File: src/hdl/dhcp_pkg.sv
// Shared types and constants for the DHCP offer/ack responder.
package dhcp_pkg;

    localparam int OPTION_AREA_BYTES = 312;
    localparam int HDR_BYTES         = 240;
    localparam logic [31:0] COOKIE_VALUE = 32'h6382_5363;
    localparam int REPLY_WORDS       = 35;
    localparam int WORD_IDX_W        = $clog2(REPLY_WORDS);

    localparam logic [7:0] MSG_DISCOVER = 8'd1;
    localparam logic [7:0] MSG_REQUEST  = 8'd3;
    localparam logic [7:0] MSG_OFFER    = 8'd2;
    localparam logic [7:0] MSG_ACK      = 8'd5;

    localparam logic [7:0] OPT_PAD      = 8'd0;
    localparam logic [7:0] OPT_SUBNET   = 8'd1;
    localparam logic [7:0] OPT_ROUTER   = 8'd3;
    localparam logic [7:0] OPT_DNS      = 8'd6;
    localparam logic [7:0] OPT_LEASE    = 8'd51;
    localparam logic [7:0] OPT_MSG_TYPE = 8'd53;
    localparam logic [7:0] OPT_SERVER   = 8'd54;
    localparam logic [7:0] OPT_END      = 8'd255;

    localparam logic [1:0] REG_SERVER = 2'd0;
    localparam logic [1:0] REG_LEASE  = 2'd1;
    localparam logic [1:0] REG_SECS   = 2'd2;
    localparam logic [1:0] REG_MASK   = 2'd3;

    // one reply job handed from the parser to the reply builder
    typedef struct packed {
        logic        ack;
        logic [31:0] xid;
        logic [15:0] flags;
        logic [63:0] chaddr0;
        logic [63:0] chaddr1;
    } job_t;

    typedef struct packed {
        logic [31:0] server;
        logic [31:0] lease;
        logic [31:0] secs;
        logic [31:0] mask;
    } cfg_t;

endpackage

File: src/hdl/dhcp_rx_parse.sv
// Byte-wide request parser: header checks, field capture and option walk.
module dhcp_rx_parse
    import dhcp_pkg::*;
#(
    parameter int OPT_AREA = OPTION_AREA_BYTES
)
(
    input  logic       clk,
    input  logic       rst_n,
    input  logic       accept,
    input  logic [7:0] rx_byte,
    input  logic       rx_last,
    output logic       job_push,
    output job_t       job
);

    localparam logic [1:0] PH_CODE = 2'd0;
    localparam logic [1:0] PH_LEN  = 2'd1;
    localparam logic [1:0] PH_SKIP = 2'd2;
    localparam logic [1:0] PH_TYPE = 2'd3;
    localparam logic [10:0] POS_MAX  = 11'd2047;
    localparam logic [10:0] OPT_LO   = 11'(HDR_BYTES);
    localparam logic [10:0] OPT_HI   = 11'(HDR_BYTES + OPT_AREA);

    logic [10:0] pos_reg,    pos_next;
    logic        hdr_reg,    hdr_next;
    logic [31:0] xid_reg,    xid_next;
    logic [15:0] flags_reg,  flags_next;
    logic [63:0] ch0_reg,    ch0_next;
    logic [63:0] ch1_reg,    ch1_next;
    logic [31:0] cookie_reg, cookie_next;
    logic [1:0]  phase_reg,  phase_next;
    logic [7:0]  code_reg,   code_next;
    logic [7:0]  left_reg,   left_next;
    logic [7:0]  mtype_reg,  mtype_next;
    logic        done_reg,   done_next;
    logic        good;

    always_comb
    begin
        pos_next    = pos_reg;
        hdr_next    = hdr_reg;
        xid_next    = xid_reg;
        flags_next  = flags_reg;
        ch0_next    = ch0_reg;
        ch1_next    = ch1_reg;
        cookie_next = cookie_reg;
        phase_next  = phase_reg;
        code_next   = code_reg;
        left_next   = left_reg;
        mtype_next  = mtype_reg;
        done_next   = done_reg;

        if (pos_reg == 11'd0 && rx_byte != 8'd1) hdr_next = 1'b0;
        if (pos_reg == 11'd1 && rx_byte != 8'd1) hdr_next = 1'b0;
        if (pos_reg == 11'd2 && rx_byte != 8'd6) hdr_next = 1'b0;
        if (pos_reg >= 11'd4 && pos_reg <= 11'd7)
            xid_next = {xid_reg[23:0], rx_byte};
        if (pos_reg >= 11'd10 && pos_reg <= 11'd11)
            flags_next = {flags_reg[7:0], rx_byte};
        if (pos_reg >= 11'd28 && pos_reg <= 11'd35)
            ch0_next = {ch0_reg[55:0], rx_byte};
        if (pos_reg >= 11'd36 && pos_reg <= 11'd43)
            ch1_next = {ch1_reg[55:0], rx_byte};
        if (pos_reg >= 11'd236 && pos_reg <= 11'd239)
            cookie_next = {cookie_reg[23:0], rx_byte};

        if (pos_reg >= OPT_LO && pos_reg < OPT_HI && !done_reg)
        begin
            unique case (phase_reg)
                PH_CODE:
                begin
                    if (rx_byte == OPT_END)
                        done_next = 1'b1;
                    else if (rx_byte != OPT_PAD)
                    begin
                        code_next  = rx_byte;
                        phase_next = PH_LEN;
                    end
                end
                PH_LEN:
                begin
                    if (code_reg == OPT_MSG_TYPE && rx_byte == 8'd1)
                        phase_next = PH_TYPE;
                    else if (rx_byte == 8'd0)
                        phase_next = PH_CODE;
                    else
                    begin
                        left_next  = rx_byte;
                        phase_next = PH_SKIP;
                    end
                end
                PH_SKIP:
                begin
                    left_next = left_reg - 8'd1;
                    if (left_reg == 8'd1)
                        phase_next = PH_CODE;
                end
                default:
                begin
                    mtype_next = rx_byte;
                    done_next  = 1'b1;
                end
            endcase
        end

        if (pos_reg != POS_MAX)
            pos_next = pos_reg + 11'd1;

        good = (pos_reg >= 11'(HDR_BYTES - 1)) && hdr_next
            && (cookie_next == COOKIE_VALUE)
            && (mtype_next == MSG_DISCOVER || mtype_next == MSG_REQUEST);
    end

    assign job_push    = accept && rx_last && good;
    assign job.ack     = (mtype_next == MSG_REQUEST);
    assign job.xid     = xid_next;
    assign job.flags   = flags_next;
    assign job.chaddr0 = ch0_next;
    assign job.chaddr1 = ch1_next;

    always_ff @(posedge clk or negedge rst_n)
    begin
        if (!rst_n)
        begin
            pos_reg    <= '0;
            hdr_reg    <= 1'b1;
            xid_reg    <= '0;
            flags_reg  <= '0;
            ch0_reg    <= '0;
            ch1_reg    <= '0;
            cookie_reg <= '0;
            phase_reg  <= PH_CODE;
            code_reg   <= '0;
            left_reg   <= '0;
            mtype_reg  <= '0;
            done_reg   <= 1'b0;
        end
        else if (accept)
        begin
            if (rx_last)
            begin
                pos_reg    <= '0;
                hdr_reg    <= 1'b1;
                xid_reg    <= '0;
                flags_reg  <= '0;
                ch0_reg    <= '0;
                ch1_reg    <= '0;
                cookie_reg <= '0;
                phase_reg  <= PH_CODE;
                code_reg   <= '0;
                left_reg   <= '0;
                mtype_reg  <= '0;
                done_reg   <= 1'b0;
            end
            else
            begin
                pos_reg    <= pos_next;
                hdr_reg    <= hdr_next;
                xid_reg    <= xid_next;
                flags_reg  <= flags_next;
                ch0_reg    <= ch0_next;
                ch1_reg    <= ch1_next;
                cookie_reg <= cookie_next;
                phase_reg  <= phase_next;
                code_reg   <= code_next;
                left_reg   <= left_next;
                mtype_reg  <= mtype_next;
                done_reg   <= done_next;
            end
        end
    end

endmodule

File: src/hdl/dhcp_job_fifo.sv
// Two-entry job queue between parser and reply builder.
module dhcp_job_fifo
    import dhcp_pkg::*;
(
    input  logic clk,
    input  logic rst_n,
    input  logic push,
    input  job_t push_job,
    input  logic pop,
    output job_t pop_job,
    output logic empty,
    output logic full
);

    job_t       mem_reg [2];
    logic       wr_reg;
    logic       rd_reg;
    logic [1:0] cnt_reg;

    assign empty   = (cnt_reg == 2'd0);
    assign full    = (cnt_reg == 2'd2);
    assign pop_job = mem_reg[rd_reg];

    always_ff @(posedge clk)
    begin
        if (push)
            mem_reg[wr_reg] <= push_job;
    end

    always_ff @(posedge clk or negedge rst_n)
    begin
        if (!rst_n)
        begin
            wr_reg  <= 1'b0;
            rd_reg  <= 1'b0;
            cnt_reg <= 2'd0;
        end
        else
        begin
            if (push) wr_reg <= ~wr_reg;
            if (pop)  rd_reg <= ~rd_reg;
            cnt_reg <= cnt_reg + {1'b0, push} - {1'b0, pop};
        end
    end

endmodule

File: src/hdl/dhcp_tx_build.sv
// Reply builder: walks the 35 reply words of one job into an output register.
module dhcp_tx_build
    import dhcp_pkg::*;
(
    input  logic        clk,
    input  logic        rst_n,
    input  cfg_t        cfg,
    input  logic        job_avail,
    input  job_t        job_in,
    output logic        job_pop,
    output logic        tx_valid,
    input  logic        tx_stall,
    output logic [63:0] tx_word,
    output logic [3:0]  tx_valid_bytes,
    output logic        reply_is_ack,
    output logic        tx_last
);

    localparam logic [WORD_IDX_W-1:0] LAST_IDX = WORD_IDX_W'(REPLY_WORDS - 1);

    job_t                  job_reg;
    logic                  busy_reg;
    logic [WORD_IDX_W-1:0] idx_reg;
    logic                  ov_reg;
    logic [63:0]           word_reg;
    logic [3:0]            nb_reg;
    logic                  ack_reg;
    logic                  last_reg;
    logic                  advance;
    logic [63:0]           w;
    logic [7:0]            mt;
    logic [31:0]           s;

    assign advance  = busy_reg && (!ov_reg || !tx_stall);
    assign job_pop  = !busy_reg && job_avail;
    assign mt       = job_reg.ack ? MSG_ACK : MSG_OFFER;
    assign s        = cfg.server;

    always_comb
    begin
        case (idx_reg)
            6'd0:  w = {8'd2, 8'd1, 8'd6, 8'd0, job_reg.xid};
            6'd1:  w = {16'd0, job_reg.flags, 32'd0};
            6'd2:  w = {cfg.lease, s};
            6'd3:  w = {32'd0, job_reg.chaddr0[63:32]};
            6'd4:  w = {job_reg.chaddr0[31:0], job_reg.chaddr1[63:32]};
            6'd5:  w = {job_reg.chaddr1[31:0], 32'd0};
            6'd29: w = {32'd0, COOKIE_VALUE};
            6'd30: w = {OPT_MSG_TYPE, 8'd1, mt, OPT_SERVER, 8'd4, s[31:8]};
            6'd31: w = {s[7:0], OPT_LEASE, 8'd4, cfg.secs, OPT_SUBNET};
            6'd32: w = {8'd4, cfg.mask, OPT_ROUTER, 8'd4, s[31:24]};
            6'd33: w = {s[23:0], OPT_DNS, 8'd4, s[31:8]};
            6'd34: w = {s[7:0], OPT_END, 48'd0};
            default: w = 64'd0;
        endcase
    end

    always_ff @(posedge clk)
    begin
        if (job_pop)
            job_reg <= job_in;
        if (advance)
        begin
            word_reg <= w;
            nb_reg   <= (idx_reg == LAST_IDX) ? 4'd2 : 4'd8;
            ack_reg  <= job_reg.ack;
            last_reg <= (idx_reg == LAST_IDX);
        end
    end

    always_ff @(posedge clk or negedge rst_n)
    begin
        if (!rst_n)
        begin
            busy_reg <= 1'b0;
            idx_reg  <= '0;
            ov_reg   <= 1'b0;
        end
        else
        begin
            if (job_pop)
            begin
                busy_reg <= 1'b1;
                idx_reg  <= '0;
            end
            else if (advance)
            begin
                idx_reg <= idx_reg + 1'b1;
                if (idx_reg == LAST_IDX)
                    busy_reg <= 1'b0;
            end
            if (advance)
                ov_reg <= 1'b1;
            else if (!tx_stall)
                ov_reg <= 1'b0;
        end
    end

    assign tx_valid       = ov_reg;
    assign tx_word        = word_reg;
    assign tx_valid_bytes = nb_reg;
    assign reply_is_ack   = ack_reg;
    assign tx_last        = last_reg;

endmodule

File: src/hdl/dhcp_offer_ack_responder.sv
// Top level of the single-lease DHCP offer/ack responder.
// Accepts one request byte per cycle unless stalled; a good request's reply is queued on
// its last beat. Jobs pass the queue and the job register, reply words the output
// register; one word a cycle unless stalled, 35 words per reply, set by the word counter.
// Two queued jobs may wait; rx_stall rises only when both slots are taken.
// Async active-low reset restores the register defaults and clears all frame state.
module dhcp_offer_ack_responder
    import dhcp_pkg::*;
#(
    parameter int OPT_AREA = OPTION_AREA_BYTES
)
(
    input  logic        clk,
    input  logic        rst_n,
    // configuration write port
    input  logic        cfg_we,
    input  logic [7:0]  cfg_index,
    input  logic [31:0] cfg_data,
    // request beats
    input  logic        rx_valid,
    output logic        rx_stall,
    input  logic [7:0]  rx_byte,
    input  logic        rx_last,
    // reply beats
    output logic        tx_valid,
    input  logic        tx_stall,
    output logic [63:0] tx_word,
    output logic [3:0]  tx_valid_bytes,
    output logic        reply_is_ack,
    output logic        tx_last
);

    cfg_t cfg_reg;
    logic rx_accept;
    logic push;
    job_t push_job;
    logic pop;
    job_t pop_job;
    logic q_empty;
    logic q_full;

    // register file; unknown indexes are dropped
    always_ff @(posedge clk or negedge rst_n)
    begin
        if (!rst_n)
        begin
            cfg_reg.server <= 32'hC0A8_0401;
            cfg_reg.lease  <= 32'hC0A8_0402;
            cfg_reg.secs   <= 32'd3600;
            cfg_reg.mask   <= 32'hFFFF_FF00;
        end
        else if (cfg_we && cfg_index[7:2] == 6'd0)
        begin
            unique case (cfg_index[1:0])
                REG_SERVER: cfg_reg.server <= cfg_data;
                REG_LEASE:  cfg_reg.lease  <= cfg_data;
                REG_SECS:   cfg_reg.secs   <= cfg_data;
                default:    cfg_reg.mask   <= cfg_data;
            endcase
        end
    end

    // hold the byte stream only while the job queue is full
    assign rx_stall  = q_full;
    assign rx_accept = rx_valid && !rx_stall;

    dhcp_rx_parse #(
        .OPT_AREA (OPT_AREA)
    ) u_parse (
        .clk      (clk),
        .rst_n    (rst_n),
        .accept   (rx_accept),
        .rx_byte  (rx_byte),
        .rx_last  (rx_last),
        .job_push (push),
        .job      (push_job)
    );

    dhcp_job_fifo u_fifo (
        .clk      (clk),
        .rst_n    (rst_n),
        .push     (push),
        .push_job (push_job),
        .pop      (pop),
        .pop_job  (pop_job),
        .empty    (q_empty),
        .full     (q_full)
    );

    dhcp_tx_build u_build (
        .clk            (clk),
        .rst_n          (rst_n),
        .cfg            (cfg_reg),
        .job_avail      (!q_empty),
        .job_in         (pop_job),
        .job_pop        (pop),
        .tx_valid       (tx_valid),
        .tx_stall       (tx_stall),
        .tx_word        (tx_word),
        .tx_valid_bytes (tx_valid_bytes),
        .reply_is_ack   (reply_is_ack),
        .tx_last        (tx_last)
    );

endmodule

File: config.mk
export PLATFORM = sky130hd
export DESIGN_NAME = dhcp_offer_ack_responder
export DESIGN_NICKNAME = d
export VERILOG_FILES = /design/src/hdl/dhcp_pkg.sv /design/src/hdl/dhcp_rx_parse.sv /design/src/hdl/dhcp_job_fifo.sv /design/src/hdl/dhcp_tx_build.sv /design/src/hdl/dhcp_offer_ack_responder.sv
export SDC_FILE = /design/constraint.sdc
export NUM_CORES = 1
export LEC_CHECK = 0
export ABC_AREA = 0
export BUFFER_PORTS_ARGS = -buffer_cell sky130_fd_sc_hd__buf_2
export CORE_ASPECT_RATIO = 1.25
export CORE_MARGIN = 1.5
export CORE_UTILIZATION = 52
export CTS_CLUSTER_DIAMETER = 30
export DETAILED_ROUTE_END_ITERATION = 16
export HOLD_SLACK_MARGIN = 0.1
export PLACE_DENSITY = 0.71
export SLEW_MARGIN = 20
export SYNTH_ARGS = -nofsm -noshare
export SYNTH_HDL_FRONTEND = slang
export SYNTH_SLANG_ARGS = --single-unit
export TNS_END_PERCENT = 50
File: constraint.sdc
create_clock -name clk -period 27 [get_ports clk]
set_input_delay 4.05 -clock clk [delete_from_list [all_inputs] [get_ports clk]]
set_output_delay 4.05 -clock clk [all_outputs]
set_load 0.01 [all_outputs]
* After elaboration in Yosys (flattened, before gate mapping) *
Memories as Yosys holds them, arrays and structs flattened. A register that Yosys moved wholly into a read port is not among the register bits.
Cells that the tools add are included.

word-level totals
  bits in read-only memories = 0
  memory bits (writable) = 354
  output and inout port bits = 72
  logic and storage cells = 195
  bits in latches = 0
  flip-flop bits (word level) = 457
  memories = 1
  bits of input ports = 54

memory list
  name            words  width  read ports  clocked after memory_dff  wr ports  line                 text
  u_fifo.mem_reg  2      177    1           1                         1         dhcp_job_fifo.sv:15  job_t mem_reg [2];

operators by class
  bitwise gates (word level) = 3
  add/subtract/negate cells = 5
  equality and inequality tests = 37
  div/mod/pow operators = 0
  mux-type cells = 53
  order comparisons = 13
  shifts and indexed selects = 0
  multipliers = 0
  reductions and logical operators = 57

operators by type and width
  operator                                                            count
  one-hot mux 64 bit (12 select lines)                                1
  2-to-1 mux 64 bit                                                   4
  2-to-1 mux 32 bit                                                   4
  2-to-1 mux 8 bit                                                    12
  greater-or-equal comparator 11 x 8 -> 1 bit, second input constant  3
  == test 32 x 31 -> 1 bit, second input constant                     1
  2-to-1 mux 16 bit                                                   2
  == test 8 x 1 -> 1 bit, second input constant                       3
  less-or-equal comparator 11 x 6 -> 1 bit, second input constant     2
  2-to-1 mux 11 bit                                                   2
  logical AND 1 bit                                                   20
  == test 6 x 5 -> 1 bit, second input constant                       3
  == test 6 bit, second input constant                                3
  one-hot mux 8 bit (2 select lines)                                  1
  2-to-1 mux 1 bit                                                    14
  2-to-1 mux 2 bit                                                    7
  == test 6 x 2 -> 1 bit, second input constant                       2
  == test 6 x 3 -> 1 bit, second input constant                       2
  logical NOT 6 bit                                                   2
  2-to-1 mux 6 bit                                                    2
  AND reduction 2 bit                                                 6
  nonzero test 2 bit                                                  6
  adder 11 x 1 -> 11 bit, second input constant                       1
  == test 11 x 1 -> 1 bit, second input constant                      1
  44 further kinds                                                    64

* Logic depth before layout (Yosys ltp) *
  word-level depth = 11
  gate-level depth with buffers = 11
  gate-level depth less buffers = 11

* Modules after synthesis *
From an unflattened synthesis, not the netlist that was laid out.

unflattened totals
  cells, all modules = 2802
  area, all modules = 41971.5 µm²

by module, submodules not included
  module                    area an instance (µm²)  times used  cells each  sequential area each (µm²)
  dhcp_rx_parse             13736.9                 1           1344        6182.2
  dhcp_job_fifo             13392.8                 1           566         10730.3
  dhcp_tx_build             10005.8                 1           615         7527.2
  dhcp_offer_ack_responder  4835.9                  1           277         3255.6

* Worst setup path before layout *
OpenSTA, ideal clock, no wires.

  path type = in2reg
  from = input rx_byte[1]
  to = memory u_fifo.mem_reg[0][0] (netlist bit), enable pin
  stages on the path = 7
  data required time = 26.283 ns
  data arrival time = 12.568 ns
  library setup time = 0.717 ns
  slack = 13.714 ns
  buffers on the path = 1
  cell sequence = clkbuf_1 -> nand4_1 -> nor4_1 -> nand4_1 -> nor3_1 -> o221ai_1 -> nor2_1

on the way
  longest elaborated chain between the ends = 11
  elaborated cells between the ends (all ways) = 21
  those cells by class = eq/ne: 5; mux: 8; reduce/logical: 8

ends and longest elaborated chain
  item                                        line                                      text
  from (decl)                                 dhcp_offer_ack_responder.sv:22            input logic [7:0] rx_byte,
  != test 8 x 1 -> 1 bit                      dhcp_rx_parse.sv:54, dhcp_rx_parse.sv:55
  logical AND 1 bit                           dhcp_rx_parse.sv:54                       if (pos_reg == 11'd0 && rx_byte != 8'd1) hdr_next = 1'b0;
  2-to-1 mux 1 bit                            dhcp_rx_parse.sv:54
  2-to-1 mux 1 bit                            dhcp_rx_parse.sv:55                       if (pos_reg == 11'd1 && rx_byte != 8'd1) hdr_next = 1'b0;
  2-to-1 mux 1 bit                            dhcp_rx_parse.sv:56                       if (pos_reg == 11'd2 && rx_byte != 8'd6) hdr_next = 1'b0;
  logical AND 1 bit                           dhcp_rx_parse.sv:110                      good = (pos_reg >= 11'(HDR_BYTES - 1)) && hdr_next
  logical AND 1 bit                           dhcp_rx_parse.sv:111                      && (cookie_next == COOKIE_VALUE)
  logical AND 1 bit (*)                       dhcp_rx_parse.sv:112                      && (mtype_next == MSG_DISCOVER || mtype_next == MSG_REQUEST);
  logical AND 1 bit (*)                       dhcp_rx_parse.sv:115                      assign job_push = accept && rx_last && good;
  2-to-1 mux 1 bit (*)                        dhcp_job_fifo.sv:26                       if (push)
  2-to-1 mux 1 bit (not written as such) (*)  dhcp_job_fifo.sv:27                       mem_reg[wr_reg] <= push_job;
  to (decl)                                   dhcp_job_fifo.sv:15

Mark *: on every way between the ends. The rest lies on a longest branch, timed or not.

* Worst setup path after layout *
  from = input rx_last
  to = memory u_fifo.mem_reg[0][28] (netlist bit), enable pin

on the way
  longest elaborated chain between the ends = 4

ends and longest elaborated chain
  item                                    line                            text
  from (decl)                             dhcp_offer_ack_responder.sv:23  input logic rx_last,
  logical AND 1 bit (2 in series)         dhcp_rx_parse.sv:115
  2-to-1 mux 1 bit                        dhcp_job_fifo.sv:26
  2-to-1 mux 1 bit (not written as such)  dhcp_job_fifo.sv:27

No other way between the ends.

==> out/results.tsv <==
stage	metric	value	unit
run_status	result of the run	complete, no violations	
routing	total via count after detailed routing	26500	
cells_and_area	flip-flop count of the largest register, all copies and words added	354	
sta	Fin. Hold Viols	0	
sta	unrepaired setup endpoints after global routing	false	
routing	number of DRC violations after detailed-routing iteration 0	3220	
sta	clock period minus final worst setup slack	6580	ps
cells_and_area	Post-layout nets	3053	
setup_path	reg-to-reg slack, setup	23210	ps
grt	global-route usage over all layers	0.275	
floorplan	DIE HEIGHT	318	microns
setup_path	CP max FO	177	
setup_path	type of the worst setup path	in2reg	
cts	CTS tree	built	
routing	number of iterations in the first detailed-routing pass	8	
cts	clock-pin slew on the worst setup and hold paths	50	ps
placement	Final GP Congestion	0.874	
cts	worst skew pair latency	750	ps
sta	final setup vio count	0	
floorplan	horizontal die dimension	255	microns
pwr	Leakage	18.7	nW
worst_hold_path	hold crit path type	reg2reg	
cts	CTS H-tree depth	4	
cells_and_area	share of final-layout standard cells stronger than drive strength 1	0.315	
floorplan	die area	81200	sq um
setup_path	crit end category	flop	
routing	DRC violation count after routing	0	
sta	setup total negative slack	0	ps
setup_path	startpoint type of the worst setup path	primary input	
sta	Clock Skew	40.5	ps
grt	first-pass GRT wire length	166	mm
sta	worst slew margin relative to its limit	0.199	
sta	FMAX	0.152	GHz
synthesis	average size of a mapped cell	14.3	sq um
synthesis	async set-reset flop share out of synthesis	0.393	
synthesis	EDFF count, synth	598	
sta	Final period util	0.244	
cells_and_area	layout filler cell count	5649	
sta	Final Hold Slack	498	ps
cells_and_area	Area Growth Syn to Fin	16.5	%
cts	TritonCTS sink count	985	
floorplan	Core Region	78700	sq um
synthesis	Post-Synthesis Cell Area	41300	sq um
synthesis	post-synthesis sequential area ratio	0.670	
synthesis	Synth Flop Type	sky130_fd_sc_hd__edfxtp_1	
placement	number of input and output port buffers inserted	123	
cts	count of instances resized after the clock tree is built	0	
routing	routed vias/inst	6.36	
cts	root buf cell	sky130_fd_sc_hd__clkbuf_16	
placement	half-perimeter wire length of the detailed placement result	65.6	mm
setup_path	arrival time of the worst setup path	6910	ps
grt	overflow left after global routing	0	
cts	buffers inserted during post-CTS setup optimization	0	
sta	Max Transition Viols Final	0	
grt	antenna violations before repair	5	
pwr	maximum ir drop on the vdd rail	59.1	uV
cts	number of CTS-inserted buffers	153	
synthesis	largest area contributor in the synthesized netlist	sky130_fd_sc_hd__edfxtp_1	
synthesis	number of library cell types mapped by synthesis	76	
synthesis	gate count after technology mapping	2880	
routing	routed length per placed instance	26.6	microns
grt	vias in the first global route	26300	
synthesis	count of warnings emitted by yosys	0	
flow_run	number of maximum-capacitance constraint violations	0	
floorplan	IO Pins	126	
grt	pin count of the biggest net entering global routing	178	
pwr	power per unit of standard cell area	85.3	nW/um^2
cts	maximum count of clock buffers along a single path	3	
sta	worst slew pin tran	1200	ps
synthesis	number of synthesized register bits	985	
routing	routed wire length	111	mm
synthesis	post-synth top area share	0.435	
floorplan	FP Rows	115	
cts	# hold bufs at CTS	0	
floorplan	initial core utilization	0.525	
synthesis	Area contributors post-synth	sky130_fd_sc_hd__edfxtp_1 (43%), sky130_fd_sc_hd__dfrtp_1 (21%), sky130_fd_sc_hd__mux2_2 (13%), sky130_fd_sc_hd__a22oi_1 (5.7%), sky130_fd_sc_hd__dfstp_2 (2.7%)	
pwr	Overall Power	0.00411	W
routing	remaining antenna violation count	0	
setup_path	Crit path required time	27330	ps
==> layout make-up <==
| cell class | instances | area, sq um | area share |
|---|---|---|---|
| timing repair buffer | 162 | 950 | 0.0197 |
| clock buffer | 184 | 4150 | 0.0863 |
| clock inverter | 104 | 1210 | 0.0252 |
| antenna | 4 | 10.0 | 0.000208 |
| inverter | 17 | 63.8 | 0.00133 |
| sequential | 985 | 27700 | 0.576 |
| tap | 1053 | 1320 | 0.0274 |
| multi-input combinational | 1664 | 12700 | 0.264 |
==> report_power, final <==
part / switching (W) / internal, W / leakage [nW]
Sequential: 0.0000535 / 0.00169 / 11.0
Clock: 0.000742 / 0.00126 / 2.55
Combinational: 0.000247 / 0.000115 / 5.17
==> worst max-delay path, cell delays in order <==
cell,delay (ps)
sky130_fd_sc_hd__buf_6,390
sky130_fd_sc_hd__nand2_1,320
sky130_fd_sc_hd__nor4_1,510
sky130_fd_sc_hd__o221ai_1,450
sky130_fd_sc_hd__nor2_4,230
sky130_fd_sc_hd__buf_12,650
==> synthesized netlist by cell type, types with 6 or more instances <==
cell type	n
sky130_fd_sc_hd__dfrtp_1	344
sky130_fd_sc_hd__ha_1	16
sky130_fd_sc_hd__inv_1	16
sky130_fd_sc_hd__buf_1	7
sky130_fd_sc_hd__mux2_4	12
sky130_fd_sc_hd__clkbuf_1	167
sky130_fd_sc_hd__a221oi_1	23
sky130_fd_sc_hd__dfstp_2	43
sky130_fd_sc_hd__xor2_1	8
sky130_fd_sc_hd__buf_6	11
sky130_fd_sc_hd__o21a_1	6
sky130_fd_sc_hd__nor4_1	11
sky130_fd_sc_hd__nand3_1	66
sky130_fd_sc_hd__buf_2	27
sky130_fd_sc_hd__a21oi_1	23
sky130_fd_sc_hd__a22o_1	11
sky130_fd_sc_hd__edfxtp_1	598
sky130_fd_sc_hd__mux2_2	471
sky130_fd_sc_hd__o21ai_0	201
sky130_fd_sc_hd__nand4_1	11
sky130_fd_sc_hd__nor3_1	12
sky130_fd_sc_hd__and2_1	9
sky130_fd_sc_hd__o21ai_1	27
sky130_fd_sc_hd__a222oi_1	36
sky130_fd_sc_hd__a22oi_1	311
sky130_fd_sc_hd__nand2_1	268
sky130_fd_sc_hd__nor4b_1	6
sky130_fd_sc_hd__nor2_1	43
==> cells by family after synthesis <==
group           synth area share
xor+xnor                 0.00276
fa+ha+maj                0.00485
simple gates              0.0536
mux                        0.133
other cells            0.0000908
buf+inv                   0.0242
flops                      0.670
compound gates             0.111
==> metal layers <==
layer  routed length [microns]  up-vias  global-route usage
li1                          -    11300                   -
met1                     43400    13500               0.358
met2                     52700     1396               0.432
met3                      9360      276              0.0611
met4                      5340        2               0.140
met5                        13        -                   0
==> per-stage QoR <==
stage | util | cell area (sq um) | cells | setup WS [ps]
6_report | 0.611 | 48100 | 4173 | 20420
5_1_grt | 0.611 | 48100 | 4171 | 20220
4_1_cts | 0.611 | 48100 | 4169 | 20520
3_5_place_dp | 0.543 | 42700 | 3881 | 19800
3_3_place_gp | 0.543 | 42700 | 3881 | 19880
2_1_floorplan | - | 41300 | 2881 | 13710
==> layout by cell type, fill, tap and decap left out, types with 11 or more instances in the layout <==
cell / Yosys / routed
sky130_fd_sc_hd__a21oi_1: 23 / 23
sky130_fd_sc_hd__a221oi_1: 23 / 23
sky130_fd_sc_hd__a222oi_1: 36 / 36
sky130_fd_sc_hd__a22o_1: 11 / 11
sky130_fd_sc_hd__a22oi_1: 311 / 311
sky130_fd_sc_hd__buf_2: 27 / 121
sky130_fd_sc_hd__buf_4: 3 / 37
sky130_fd_sc_hd__bufinv_16: 0 / 15
sky130_fd_sc_hd__clkbuf_1: 167 / 16
sky130_fd_sc_hd__clkbuf_16: 0 / 158
sky130_fd_sc_hd__clkinv_2: 0 / 12
sky130_fd_sc_hd__clkinv_4: 0 / 15
sky130_fd_sc_hd__clkinvlp_4: 0 / 23
sky130_fd_sc_hd__dfrtp_1: 344 / 343
sky130_fd_sc_hd__dfstp_2: 43 / 43
sky130_fd_sc_hd__edfxtp_1: 598 / 598
sky130_fd_sc_hd__ha_1: 16 / 16
sky130_fd_sc_hd__inv_1: 16 / 16
sky130_fd_sc_hd__inv_6: 0 / 18
sky130_fd_sc_hd__mux2_2: 471 / 471
sky130_fd_sc_hd__mux2_4: 12 / 12
sky130_fd_sc_hd__nand2_1: 268 / 267
sky130_fd_sc_hd__nand3_1: 66 / 65
sky130_fd_sc_hd__nand4_1: 11 / 11
sky130_fd_sc_hd__nor2_1: 43 / 38
sky130_fd_sc_hd__nor3_1: 12 / 11
sky130_fd_sc_hd__nor4_1: 11 / 11
sky130_fd_sc_hd__o21ai_0: 201 / 201
sky130_fd_sc_hd__o21ai_1: 27 / 27
==> worst paths after layout <==
check                               startpoint                    end  depth (start not counted)
max in group asynchronous                rst_n           cfg_reg[102]                          3
min in group asynchronous                rst_n    u_parse.left_reg[0]                          1
min reg2reg                u_parse.ch0_reg[59]    u_parse.ch0_reg[59]                          2
min                        u_parse.ch0_reg[59]    u_parse.ch0_reg[59]                          2
max reg2reg                  u_fifo.cnt_reg[0]  u_fifo.mem_reg[0][28]                          7
max                                    rx_last  u_fifo.mem_reg[0][28]                          6
No activity file was read; power rests on OpenSTA's default activity.
